[config.mk]
export PLATFORM = sky130hd
export DESIGN_NAME = varint_record_parser_unit
export DESIGN_NICKNAME = d
export VERILOG_FILES = /design/src/rtl/core/vrp_pkg.sv /design/src/rtl/core/vrp_decode.sv /design/src/rtl/core/vrp_out_fifo.sv /design/src/rtl/core/varint_record_parser_unit.sv
export VERILOG_INCLUDE_DIRS = /design/src /design/src/rtl/core
export SDC_FILE = /design/constraint.sdc
export NUM_CORES = 2
export LEC_CHECK = 0
export BUFFER_PORTS_ARGS = -buffer_cell sky130_fd_sc_hd__buf_2
export CAP_MARGIN = 20
export CORE_ASPECT_RATIO = 0.5
export CORE_MARGIN = 5
export CORE_UTILIZATION = 55
export CTS_CLUSTER_DIAMETER = 40
export DETAILED_ROUTE_END_ITERATION = 8
export PLACE_DENSITY = 0.72
export SYNTH_ARGS = -nofsm -noshare
export SYNTH_HDL_FRONTEND = slang
export SYNTH_SLANG_ARGS = --single-unit
[constraint.sdc]
create_clock -name clk -period 8.9 [get_ports clk]
set_input_delay 0.445 -clock clk [delete_from_list [all_inputs] [get_ports clk]]
set_output_delay 0.445 -clock clk [all_outputs]
set_load 0.02 [all_outputs]
[src/rtl/core/varint_record_parser_unit_assert.svh]
// Assertion macros shared by the record parser RTL.
`ifndef VARINT_RECORD_PARSER_UNIT_ASSERT_SVH
`define VARINT_RECORD_PARSER_UNIT_ASSERT_SVH

// Same-cycle implication, disabled while reset is asserted.
`define VRP_ASSERT_NOW(label, clk_s, rstn_s, ante, cons, msg) \
  label: assert property (@(posedge clk_s) disable iff (!rstn_s) (ante) |-> (cons)) \
    else $error(msg);

// Next-cycle implication, disabled while reset is asserted.
`define VRP_ASSERT_NEXT(label, clk_s, rstn_s, ante, cons, msg) \
  label: assert property (@(posedge clk_s) disable iff (!rstn_s) (ante) |=> (cons)) \
    else $error(msg);

`endif

[src/rtl/core/vrp_pkg.sv]
// Types and constants shared by the record parser modules.
`timescale 1ns / 1ps
`default_nettype none

package vrp_pkg;

  localparam int COUNT_BITS       = 32;
  localparam int MAX_VARINT_BYTES = 10;
  localparam int VCNT_W           = 4;
  localparam int FIFO_DEPTH       = 4;
  localparam int PTR_W            = 2;
  localparam int CNT_W            = 3;

  localparam logic [63:0] COUNT_MAX = 64'((65'd1 << COUNT_BITS) - 65'd1);

  typedef enum logic [3:0] {
    PH_LEN      = 4'd0,
    PH_ATTR     = 4'd1,
    PH_TS       = 4'd2,
    PH_OFF      = 4'd3,
    PH_KEYLEN   = 4'd4,
    PH_KEYBYTE  = 4'd5,
    PH_VALLEN   = 4'd6,
    PH_VALBYTE  = 4'd7,
    PH_HDRCOUNT = 4'd8,
    PH_HKEYLEN  = 4'd9,
    PH_HKEYBYTE = 4'd10,
    PH_HVALLEN  = 4'd11,
    PH_HVALBYTE = 4'd12
  } phase_t;

  // Result kinds 0..12 share their codes with the phases that produce them.
  localparam logic [3:0] KIND_DONE  = 4'd13;
  localparam logic [3:0] KIND_ERROR = 4'd14;

  typedef struct packed {
    logic [3:0]  kind;
    logic [63:0] value;
    logic [31:0] hdr;
    logic        last;
  } result_t;

  // Up to two results per input beat; v1 only ever comes with v0.
  typedef struct packed {
    logic    v0;
    logic    v1;
    result_t r0;
    result_t r1;
  } push_t;

endpackage

`default_nettype wire

[src/rtl/core/vrp_decode.sv]
// Record field decoder: parse state and per-beat result generation.
`timescale 1ns / 1ps
`default_nettype none
`include "varint_record_parser_unit_assert.svh"

module vrp_decode (
  input  wire logic          clk,
  input  wire logic          rst_n,
  input  wire logic          step,
  input  wire logic [7:0]    data_byte,
  input  wire logic          eob,
  output vrp_pkg::push_t     push
);
  import vrp_pkg::*;

  phase_t                  phase_r, phase_nxt;
  logic [63:0]             acc_r, acc_nxt;
  logic [VCNT_W-1:0]       vcnt_r, vcnt_nxt;
  logic [COUNT_BITS-1:0]   prem_r, prem_nxt;
  logic [COUNT_BITS-1:0]   hrem_r, hrem_nxt;
  logic [31:0]             hctr_r, hctr_nxt;
  logic [31:0]             consumed_r;

  logic [6:0]              shamt_w;
  logic [5:0]              shamt;
  logic [63:0]             raw;
  logic [63:0]             zz;
  logic                    neg;
  logic                    is_hdr;
  logic [31:0]             hdr_idx;
  logic [COUNT_BITS-1:0]   prem_dec;
  logic [COUNT_BITS-1:0]   hrem_dec;
  logic [VCNT_W-1:0]       vcnt_inc;
  logic [31:0]             consumed_inc;

  logic                    f_v;
  logic [3:0]              f_kind;
  logic [63:0]             f_val;
  logic [31:0]             f_hdr;
  logic                    failed;
  logic                    finished;
  logic                    do_after;
  phase_t                  after_p;
  logic                    t_v;
  logic [3:0]              t_kind;
  logic [63:0]             t_val;
  result_t                 f_res;
  result_t                 t_res;

  // Merge the next 7-bit group into the varint and undo zigzag
  assign shamt_w  = {3'b000, vcnt_r} * 7'd7;
  assign shamt    = shamt_w[5:0];
  assign raw      = acc_r | ({57'd0, data_byte[6:0]} << shamt);
  assign zz       = {1'b0, raw[63:1]} ^ {64{raw[0]}};
  assign neg      = zz[63];

  assign is_hdr   = (phase_r == PH_HKEYLEN) || (phase_r == PH_HKEYBYTE) ||
                    (phase_r == PH_HVALLEN) || (phase_r == PH_HVALBYTE);
  assign hdr_idx  = is_hdr ? hctr_r : 32'd0;
  assign prem_dec = prem_r - COUNT_BITS'(1);
  assign hrem_dec = hrem_r - COUNT_BITS'(1);
  assign vcnt_inc = vcnt_r + VCNT_W'(1);
  assign consumed_inc = consumed_r + 32'd1;

  // Decode one beat against the current phase
  always_comb begin
    phase_nxt = phase_r;
    acc_nxt   = acc_r;
    vcnt_nxt  = vcnt_r;
    prem_nxt  = prem_r;
    hrem_nxt  = hrem_r;
    hctr_nxt  = hctr_r;
    f_v       = 1'b0;
    f_kind    = 4'(phase_r);
    f_val     = 64'd0;
    f_hdr     = 32'd0;
    failed    = 1'b0;
    finished  = 1'b0;
    do_after  = 1'b0;
    after_p   = phase_r;

    unique case (phase_r) inside
      PH_ATTR: begin
        f_v       = 1'b1;
        f_val     = {{56{data_byte[7]}}, data_byte};
        phase_nxt = PH_TS;
      end
      PH_KEYBYTE, PH_VALBYTE, PH_HKEYBYTE, PH_HVALBYTE: begin
        f_v      = 1'b1;
        f_val    = {56'd0, data_byte};
        f_hdr    = hdr_idx;
        prem_nxt = prem_dec;
        if (prem_dec == '0) begin
          do_after = 1'b1;
          after_p  = phase_r;
        end
      end
      PH_LEN, PH_TS, PH_OFF, PH_KEYLEN, PH_VALLEN, PH_HDRCOUNT, PH_HKEYLEN,
      PH_HVALLEN: begin
        acc_nxt = raw;
        if (data_byte[7]) begin
          // More groups follow; give up once the varint is too long
          vcnt_nxt = vcnt_inc;
          if (vcnt_inc >= VCNT_W'(MAX_VARINT_BYTES)) begin
            failed = 1'b1;
          end
        end else begin
          acc_nxt  = 64'd0;
          vcnt_nxt = '0;
          if (phase_r == PH_LEN || phase_r == PH_TS || phase_r == PH_OFF) begin
            f_v   = 1'b1;
            f_val = zz;
            phase_nxt = phase_t'(4'(phase_r) + 4'd1);
          end else if (phase_r == PH_HDRCOUNT) begin
            if (raw > COUNT_MAX) begin
              failed = 1'b1;
            end else begin
              f_v      = 1'b1;
              f_val    = raw;
              hrem_nxt = raw[COUNT_BITS-1:0];
              hctr_nxt = 32'd0;
              if (raw == 64'd0) begin
                finished = 1'b1;
              end else begin
                phase_nxt = PH_HKEYLEN;
              end
            end
          end else begin
            // Nullable length: negative means null, zero means empty
            if (!neg && (zz > COUNT_MAX)) begin
              failed = 1'b1;
            end else begin
              f_v   = 1'b1;
              f_val = zz;
              f_hdr = hdr_idx;
              if (neg || (zz == 64'd0)) begin
                do_after = 1'b1;
                after_p  = phase_t'(4'(phase_r) + 4'd1);
              end else begin
                prem_nxt  = zz[COUNT_BITS-1:0];
                phase_nxt = phase_t'(4'(phase_r) + 4'd1);
              end
            end
          end
        end
      end
      default: begin
        failed = 1'b1;
      end
    endcase

    // Advance past a finished nullable item
    if (do_after) begin
      case (after_p)
        PH_KEYBYTE:  phase_nxt = PH_VALLEN;
        PH_VALBYTE:  phase_nxt = PH_HDRCOUNT;
        PH_HKEYBYTE: phase_nxt = PH_HVALLEN;
        default: begin
          hctr_nxt = hctr_r + 32'd1;
          hrem_nxt = hrem_dec;
          if (hrem_dec == '0) begin
            finished = 1'b1;
          end else begin
            phase_nxt = PH_HKEYLEN;
          end
        end
      endcase
    end
  end

  // Closing result: error, done or early end of buffer
  always_comb begin
    t_v    = failed || finished || eob;
    t_kind = KIND_ERROR;
    t_val  = 64'd0;
    if (!failed && finished) begin
      t_kind = KIND_DONE;
      t_val  = {32'd0, consumed_inc};
    end
  end

  // Pack results so a lone result always takes the first slot
  always_comb begin
    f_res      = '{kind: f_kind, value: f_val, hdr: f_hdr, last: !t_v};
    t_res      = '{kind: t_kind, value: t_val, hdr: 32'd0, last: 1'b1};
    push.v0    = step && (f_v || t_v);
    push.v1    = step && f_v && t_v;
    push.r0    = f_v ? f_res : t_res;
    push.r1    = t_res;
  end

  // Commit state; restart after any closing result
  always_ff @(posedge clk) begin
    if (!rst_n) begin
      phase_r    <= PH_LEN;
      acc_r      <= 64'd0;
      vcnt_r     <= '0;
      prem_r     <= '0;
      hrem_r     <= '0;
      hctr_r     <= 32'd0;
      consumed_r <= 32'd0;
    end else if (step) begin
      if (t_v) begin
        phase_r    <= PH_LEN;
        acc_r      <= 64'd0;
        vcnt_r     <= '0;
        prem_r     <= '0;
        hrem_r     <= '0;
        hctr_r     <= 32'd0;
        consumed_r <= 32'd0;
      end else begin
        phase_r    <= phase_nxt;
        acc_r      <= acc_nxt;
        vcnt_r     <= vcnt_nxt;
        prem_r     <= prem_nxt;
        hrem_r     <= hrem_nxt;
        hctr_r     <= hctr_nxt;
        consumed_r <= consumed_inc;
      end
    end
  end

  `VRP_ASSERT_NOW(a_vcnt_bound, clk, rst_n, 1'b1, vcnt_r < VCNT_W'(MAX_VARINT_BYTES), "varint group count out of range")
  `VRP_ASSERT_NOW(a_second_is_last, clk, rst_n, push.v1, push.r1.last && !push.r0.last, "two-result beat marks last wrongly")

endmodule

`default_nettype wire

[src/rtl/core/vrp_out_fifo.sv]
// Result queue between the decoder and the output channel.
`timescale 1ns / 1ps
`default_nettype none
`include "varint_record_parser_unit_assert.svh"

module vrp_out_fifo (
  input  wire logic            clk,
  input  wire logic            rst_n,
  input  wire vrp_pkg::push_t  push,
  input  wire logic            pop,
  output vrp_pkg::result_t     head,
  output logic                 not_empty,
  output logic                 has_room
);
  import vrp_pkg::*;

  result_t             mem [FIFO_DEPTH];
  logic [PTR_W-1:0]    wr_ptr_r, wr_ptr_nxt;
  logic [PTR_W-1:0]    rd_ptr_r, rd_ptr_nxt;
  logic [CNT_W-1:0]    count_r, count_nxt;
  logic [PTR_W-1:0]    wr_ptr_p1;

  assign wr_ptr_p1  = wr_ptr_r + PTR_W'(1);
  assign head       = mem[rd_ptr_r];
  assign not_empty  = (count_r != '0);
  // Room for the two results one beat can produce
  assign has_room   = (count_r <= CNT_W'(FIFO_DEPTH - 2));

  assign wr_ptr_nxt = wr_ptr_r + PTR_W'(push.v0) + PTR_W'(push.v1);
  assign rd_ptr_nxt = rd_ptr_r + PTR_W'(pop);
  assign count_nxt  = count_r + CNT_W'(push.v0) + CNT_W'(push.v1) - CNT_W'(pop);

  // Store incoming results
  always_ff @(posedge clk) begin
    if (push.v0) begin
      mem[wr_ptr_r] <= push.r0;
    end
    if (push.v1) begin
      mem[wr_ptr_p1] <= push.r1;
    end
  end

  // Advance pointers and occupancy
  always_ff @(posedge clk) begin
    if (!rst_n) begin
      wr_ptr_r <= '0;
      rd_ptr_r <= '0;
      count_r  <= '0;
    end else begin
      wr_ptr_r <= wr_ptr_nxt;
      rd_ptr_r <= rd_ptr_nxt;
      count_r  <= count_nxt;
    end
  end

  `VRP_ASSERT_NOW(a_count_bound, clk, rst_n, 1'b1, count_r <= CNT_W'(FIFO_DEPTH), "result queue overflow")
  `VRP_ASSERT_NOW(a_push_room, clk, rst_n, push.v0, has_room, "push into a full result queue")
  `VRP_ASSERT_NEXT(a_pop_only, clk, rst_n, pop && !push.v0, count_r == $past(count_r) - CNT_W'(1), "pop did not drain one entry")

endmodule

`default_nettype wire

[src/rtl/core/varint_record_parser_unit.sv]
// Results of an accepted byte are registered in a 4-entry result queue.
// Throughput: one byte per cycle while in_ready is high; a byte that yields
// two results (a field plus done or error) is queued as two output beats.
// in_ready drops while the result queue holds three or more results.
// Reset: rst_n is synchronous, active low; parse state and queue clear.
`timescale 1ns / 1ps
`default_nettype none

module varint_record_parser_unit (
  input  wire logic               clk,
  input  wire logic               rst_n,
  input  wire logic               in_valid,
  output logic                    in_ready,
  input  wire logic [7:0]         in_data_byte,
  input  wire logic               in_end_of_buffer,
  output logic                    out_valid,
  input  wire logic               out_ready,
  output logic [3:0]              out_kind,
  output logic signed [63:0]      out_field_value,
  output logic [31:0]             out_header_number,
  output logic                    out_last
);
  import vrp_pkg::*;

  push_t    push;
  result_t  head;
  logic     step;
  logic     pop;
  logic     has_room;
  logic     not_empty;

  // Accept a byte whenever the queue can take its results
  assign in_ready  = has_room;
  assign step      = in_valid && has_room;
  assign out_valid = not_empty;
  assign pop       = not_empty && out_ready;

  vrp_decode u_decode (
    .clk       (clk),
    .rst_n     (rst_n),
    .step      (step),
    .data_byte (in_data_byte),
    .eob       (in_end_of_buffer),
    .push      (push)
  );

  vrp_out_fifo u_out_fifo (
    .clk       (clk),
    .rst_n     (rst_n),
    .push      (push),
    .pop       (pop),
    .head      (head),
    .not_empty (not_empty),
    .has_room  (has_room)
  );

  // Drive the result channel from the queue head
  assign out_kind          = head.kind;
  assign out_field_value   = head.value;
  assign out_header_number = head.hdr;
  assign out_last          = head.last;

endmodule

`default_nettype wire

==> impl_metrics.py <==
metrics = {
    "critical_path": {
        "critPathMaxStageDelay_ns": 1.02,
        "r2r_slack_ns": 0.93,
        "timing.rr.end": "u_decode.prem_r[19]",
        "crit_path_end_kind": "flop",
        "cp-startpoint": "u_decode.vcnt_r[0]",
        "critPathBufInv": 5,
        "crit_end": "u_decode.prem_r[19]",
        "critPathTopFamily": "compound AO/OA/AOI/OAI gates",
        "cp.depth": 21,
        "crit_required_ns": 9.43,
        "reg2regPathDepth": 21,
        "timing.rr.start": "u_decode.vcnt_r[0]",
        "crit_type": "flop to flop",
        "cp_cell_sequence": "buf_4, clkinv_1, fa_1, inv_1, ha_1, inv_1, fa_1, nand2_1, a211oi_2, or2_2, inv_2, or4_1, o21ai_0, o2111a_1, a21oi_1, a21oi_2, o211ai_2, or3_1, a21oi_4, nand2_1, o221ai_1",
        "path_max_fanout": 22,
        "arrival_ns": 8.50,
        "critPathLaunchType": "flop",
        "slowest_stage": "fa_1",
    },
    "run": {
        "drv_cap": 0,
    },
    "status": {
        "outcome": "complete, no violations",
    },
    "layout": {
        "area_delta_synth_final_pct": 10.41,
        "fillers": 4864,
        "fin_nets": 3471,
        "final_common_cell": "dfxtp_1",
        "final_area_mm2": 0.03582,
        "most-common-layout-cells": "dfxtp_1 (473), nand2_1 (361), o2bb2ai_1 (280)",
        "stdcell_count": 4240,
        "drive_above_1_share_pct": 14.69,
        "final_util_pct": 61.89,
        "antenna_cells": 0,
    },
    "global_route": {
        "grt_pass1_vias": 28090,
        "grt_overflow": 0,
        "grt_pass1_wl_mm": 170.3,
        "grt.met2_usage_pct": 49.65,
        "grt_use_total_pct": 33.17,
        "grt_util_met1_pct": 46.94,
        "use_met3_pct": 9.455,
        "grt_start_max_net_pins": 69,
        "grt-busiest-layer": "met2",
        "antenna_found_initial": 0,
    },
    "power": {
        "leakagePower_nw": 12.48,
        "ir_worst_vdd_v": 0.0001815,
        "p_per_area_mw_per_mm2": 241.1,
        "report.power.total_mw": 8.634,
    },
    "logic_synthesis": {
        "netlist-cell-type-count": 97,
        "ys_ff_latch": 611,
        "synth_edf_count": 136,
        "syn_area_per_cell_um2": 9.444,
        "yosysWarningCount": 0,
        "async_flop_share_pct": 0,
        "netlist_instances": 3435,
        "synth_area_mm2": 0.03244,
        "yosys_most_used_dff": "dfxtp_1",
        "synth_nets": 3478,
        "yosysSeqAreaShare_pct": 41.90,
    },
    "sta": {
        "finalClockSkew_ns": 0.02646,
        "period_minus_slack_ns": 7.965,
        "drv_slew": 0,
        "rsz0062_at_grt": "false",
        "post-route-period-util_pct": 89.49,
        "tightest_slew_ns": 1.239,
        "maxSlewHeadroom_pct": 16.72,
        "timing.hold.ws_ns": 0.3426,
        "setup_viol": 0,
        "max_freq_mhz": 125.5,
        "hold_viol_final": 0,
        "fin_ws_ns": 0.9350,
        "setup_tns_ns": 0,
    },
    "die": {
        "coreArea_mm2": 0.05787,
        "boundaryPins": 116,
        "start_util_pct": 56.06,
        "die-area_mm2": 0.06423,
        "dieHeight_um": 181.7,
        "rows": 62,
        "die_w_um": 353.5,
    },
    "cts": {
        "cts_buffers": 58,
        "cts_tree": "built",
        "ctsHoldBuffers": 0,
        "clkTransAtPathRegs_ns": 0.06,
        "cts-root-buf": "clkbuf_16",
        "postCtsSetupBuffers": 0,
        "clockBufferDepth": 3,
        "clock_sinks": 611,
        "cts.htree.levels": 2,
        "clkLatencyLatePin_ns": 0.63,
        "post_cts_resized": 0,
    },
    "drt": {
        "drt_iter0_markers": 3989,
        "wl_per_cell_um": 26.03,
        "viasPerCell": 6.964,
        "routed_wl_mm": 110.3,
        "drc": 0,
        "vias": 29530,
        "postRouteAntennaNets": 0,
        "drt-pass1-iter-count": 6,
    },
    "placed_design": {
        "port_buffers": 115,
        "dp_hpwl_mm": 73.30,
        "place_congestion": 1.064,
        "placed_cells": 4134,
        "place_area_mm2": 0.03388,
        "pre_cts_ws_ns": 1.269,
    },
    "worst_hold_path": {
        "min-delay-path-class": "primary input to flop",
        "hold_path_depth": 3,
    },
}
==> state kept, by name, indices dropped and copies added, names as in the netlist <==
register             count
u_decode.consumed_r     32
u_decode.vcnt_r          4
u_out_fifo.count_r       3
u_decode.hctr_r         32
u_decode.f_kind          4
u_out_fifo.wr_ptr_r      2
u_out_fifo.mem         404
u_decode.prem_r         32
u_decode.acc_r          64
u_decode.hrem_r         32
u_out_fifo.rd_ptr_r      2
==> cell usage after synthesis, drive strengths merged, types with 15 or more instances <==
cell type,instances,area (um^2)
dfxtp,475,9509
nand2,362,1359
o2bb2ai,280,2452
o21ai,247,1251
clkbuf,189,709.4
a21oi,185,948.4
nor2,145,546.8
edfxtp,136,4084
nand3,118,590.6
buf,113,571.8
mux4,103,2320
a31oi,97,621.9
xnor2,89,779.5
inv,84,315.3
nor3,64,325.3
and3,47,294.0
o31ai,46,359.1
a22o,42,367.9
nand4,40,250.2
a211oi,32,265.3
o211ai,31,237.7
o22ai,31,193.9
a21o,30,225.2
and2,28,175.2
nor2b,28,175.2
nand3b,26,195.2
xor2,25,226.5
ha,23,287.8
nor4,23,143.9
o221ai,20,181.4
or4,20,150.1
or3,15,93.84
==> cell families after synthesis <==
| logic type | Yosys count | synth area share, % |
|---|---|---|
| and+or+nand+nor | 970 | 14.51 |
| AOI/OAI and AO/OA | 1201 | 26.46 |
| muxes | 122 | 7.776 |
| xor gates and xnor gates | 114 | 3.101 |
| DFF | 611 | 41.90 |
| buffers and inverters | 387 | 4.933 |
| adders and majority gates | 30 | 1.319 |
==> worst register-to-register path, delay by kind of cell, from the launching register on <==
| kind | cells | cell delay, ns |
|---|---|---|
| buf+inv | 5 | 0.82 |
| simple gates | 5 | 2.31 |
| flops | 1 | 0.31 |
| fa+ha+maj | 3 | 1.73 |
| compound gates | 8 | 2.70 |
==> layer usage <==
metal	vias up	part of all wire (%)
met5	-	0
met4	0	2.9
met3	254	12
met2	1719	43
met1	14460	42
li1	13100	-
==> cell type report <==
| type | instances | area [um^2] | share of cell area (%) |
|---|---|---|---|
| inverter | 85 | 319.1 | 0.8908 |
| clock buffer | 77 | 1625 | 4.538 |
| sequential | 611 | 13600 | 37.97 |
| clock inverter | 27 | 272.8 | 0.7616 |
| timing repair buffer | 235 | 1647 | 4.597 |
| tap | 768 | 960.9 | 2.683 |
| multi-input combinational | 2437 | 17390 | 48.56 |
==> worst min-delay path by stage <==
stage	start	end	slack (ns)
after floorplan	u_out_fifo.mem[2][99]	u_out_fifo.mem[2][99]	0.42
after global placement	u_out_fifo.mem[3][99]	u_out_fifo.mem[3][99]	0.43
after detailed placement	u_out_fifo.mem[0][99]	u_out_fifo.mem[0][99]	0.44
after CTS	in_data_byte[7]	u_decode.vcnt_r[2]	0.29
after global routing	in_data_byte[7]	u_decode.vcnt_r[2]	0.33
final	in_data_byte[7]	u_decode.vcnt_r[2]	0.34
==> where the power goes <==
part | switching (mW) | total [mW] | internal [mW] | leakage [nW]
Clock | 1.16 | 2.52 | 1.36 | 0.937
Combinational | 1.74 | 2.70 | 0.960 | 6.44
Sequential | 0.192 | 3.42 | 3.22 | 5.11
Total | 3.09 | 8.63 | 5.55 | 12.5
Power figures use the tool's default switching activity.
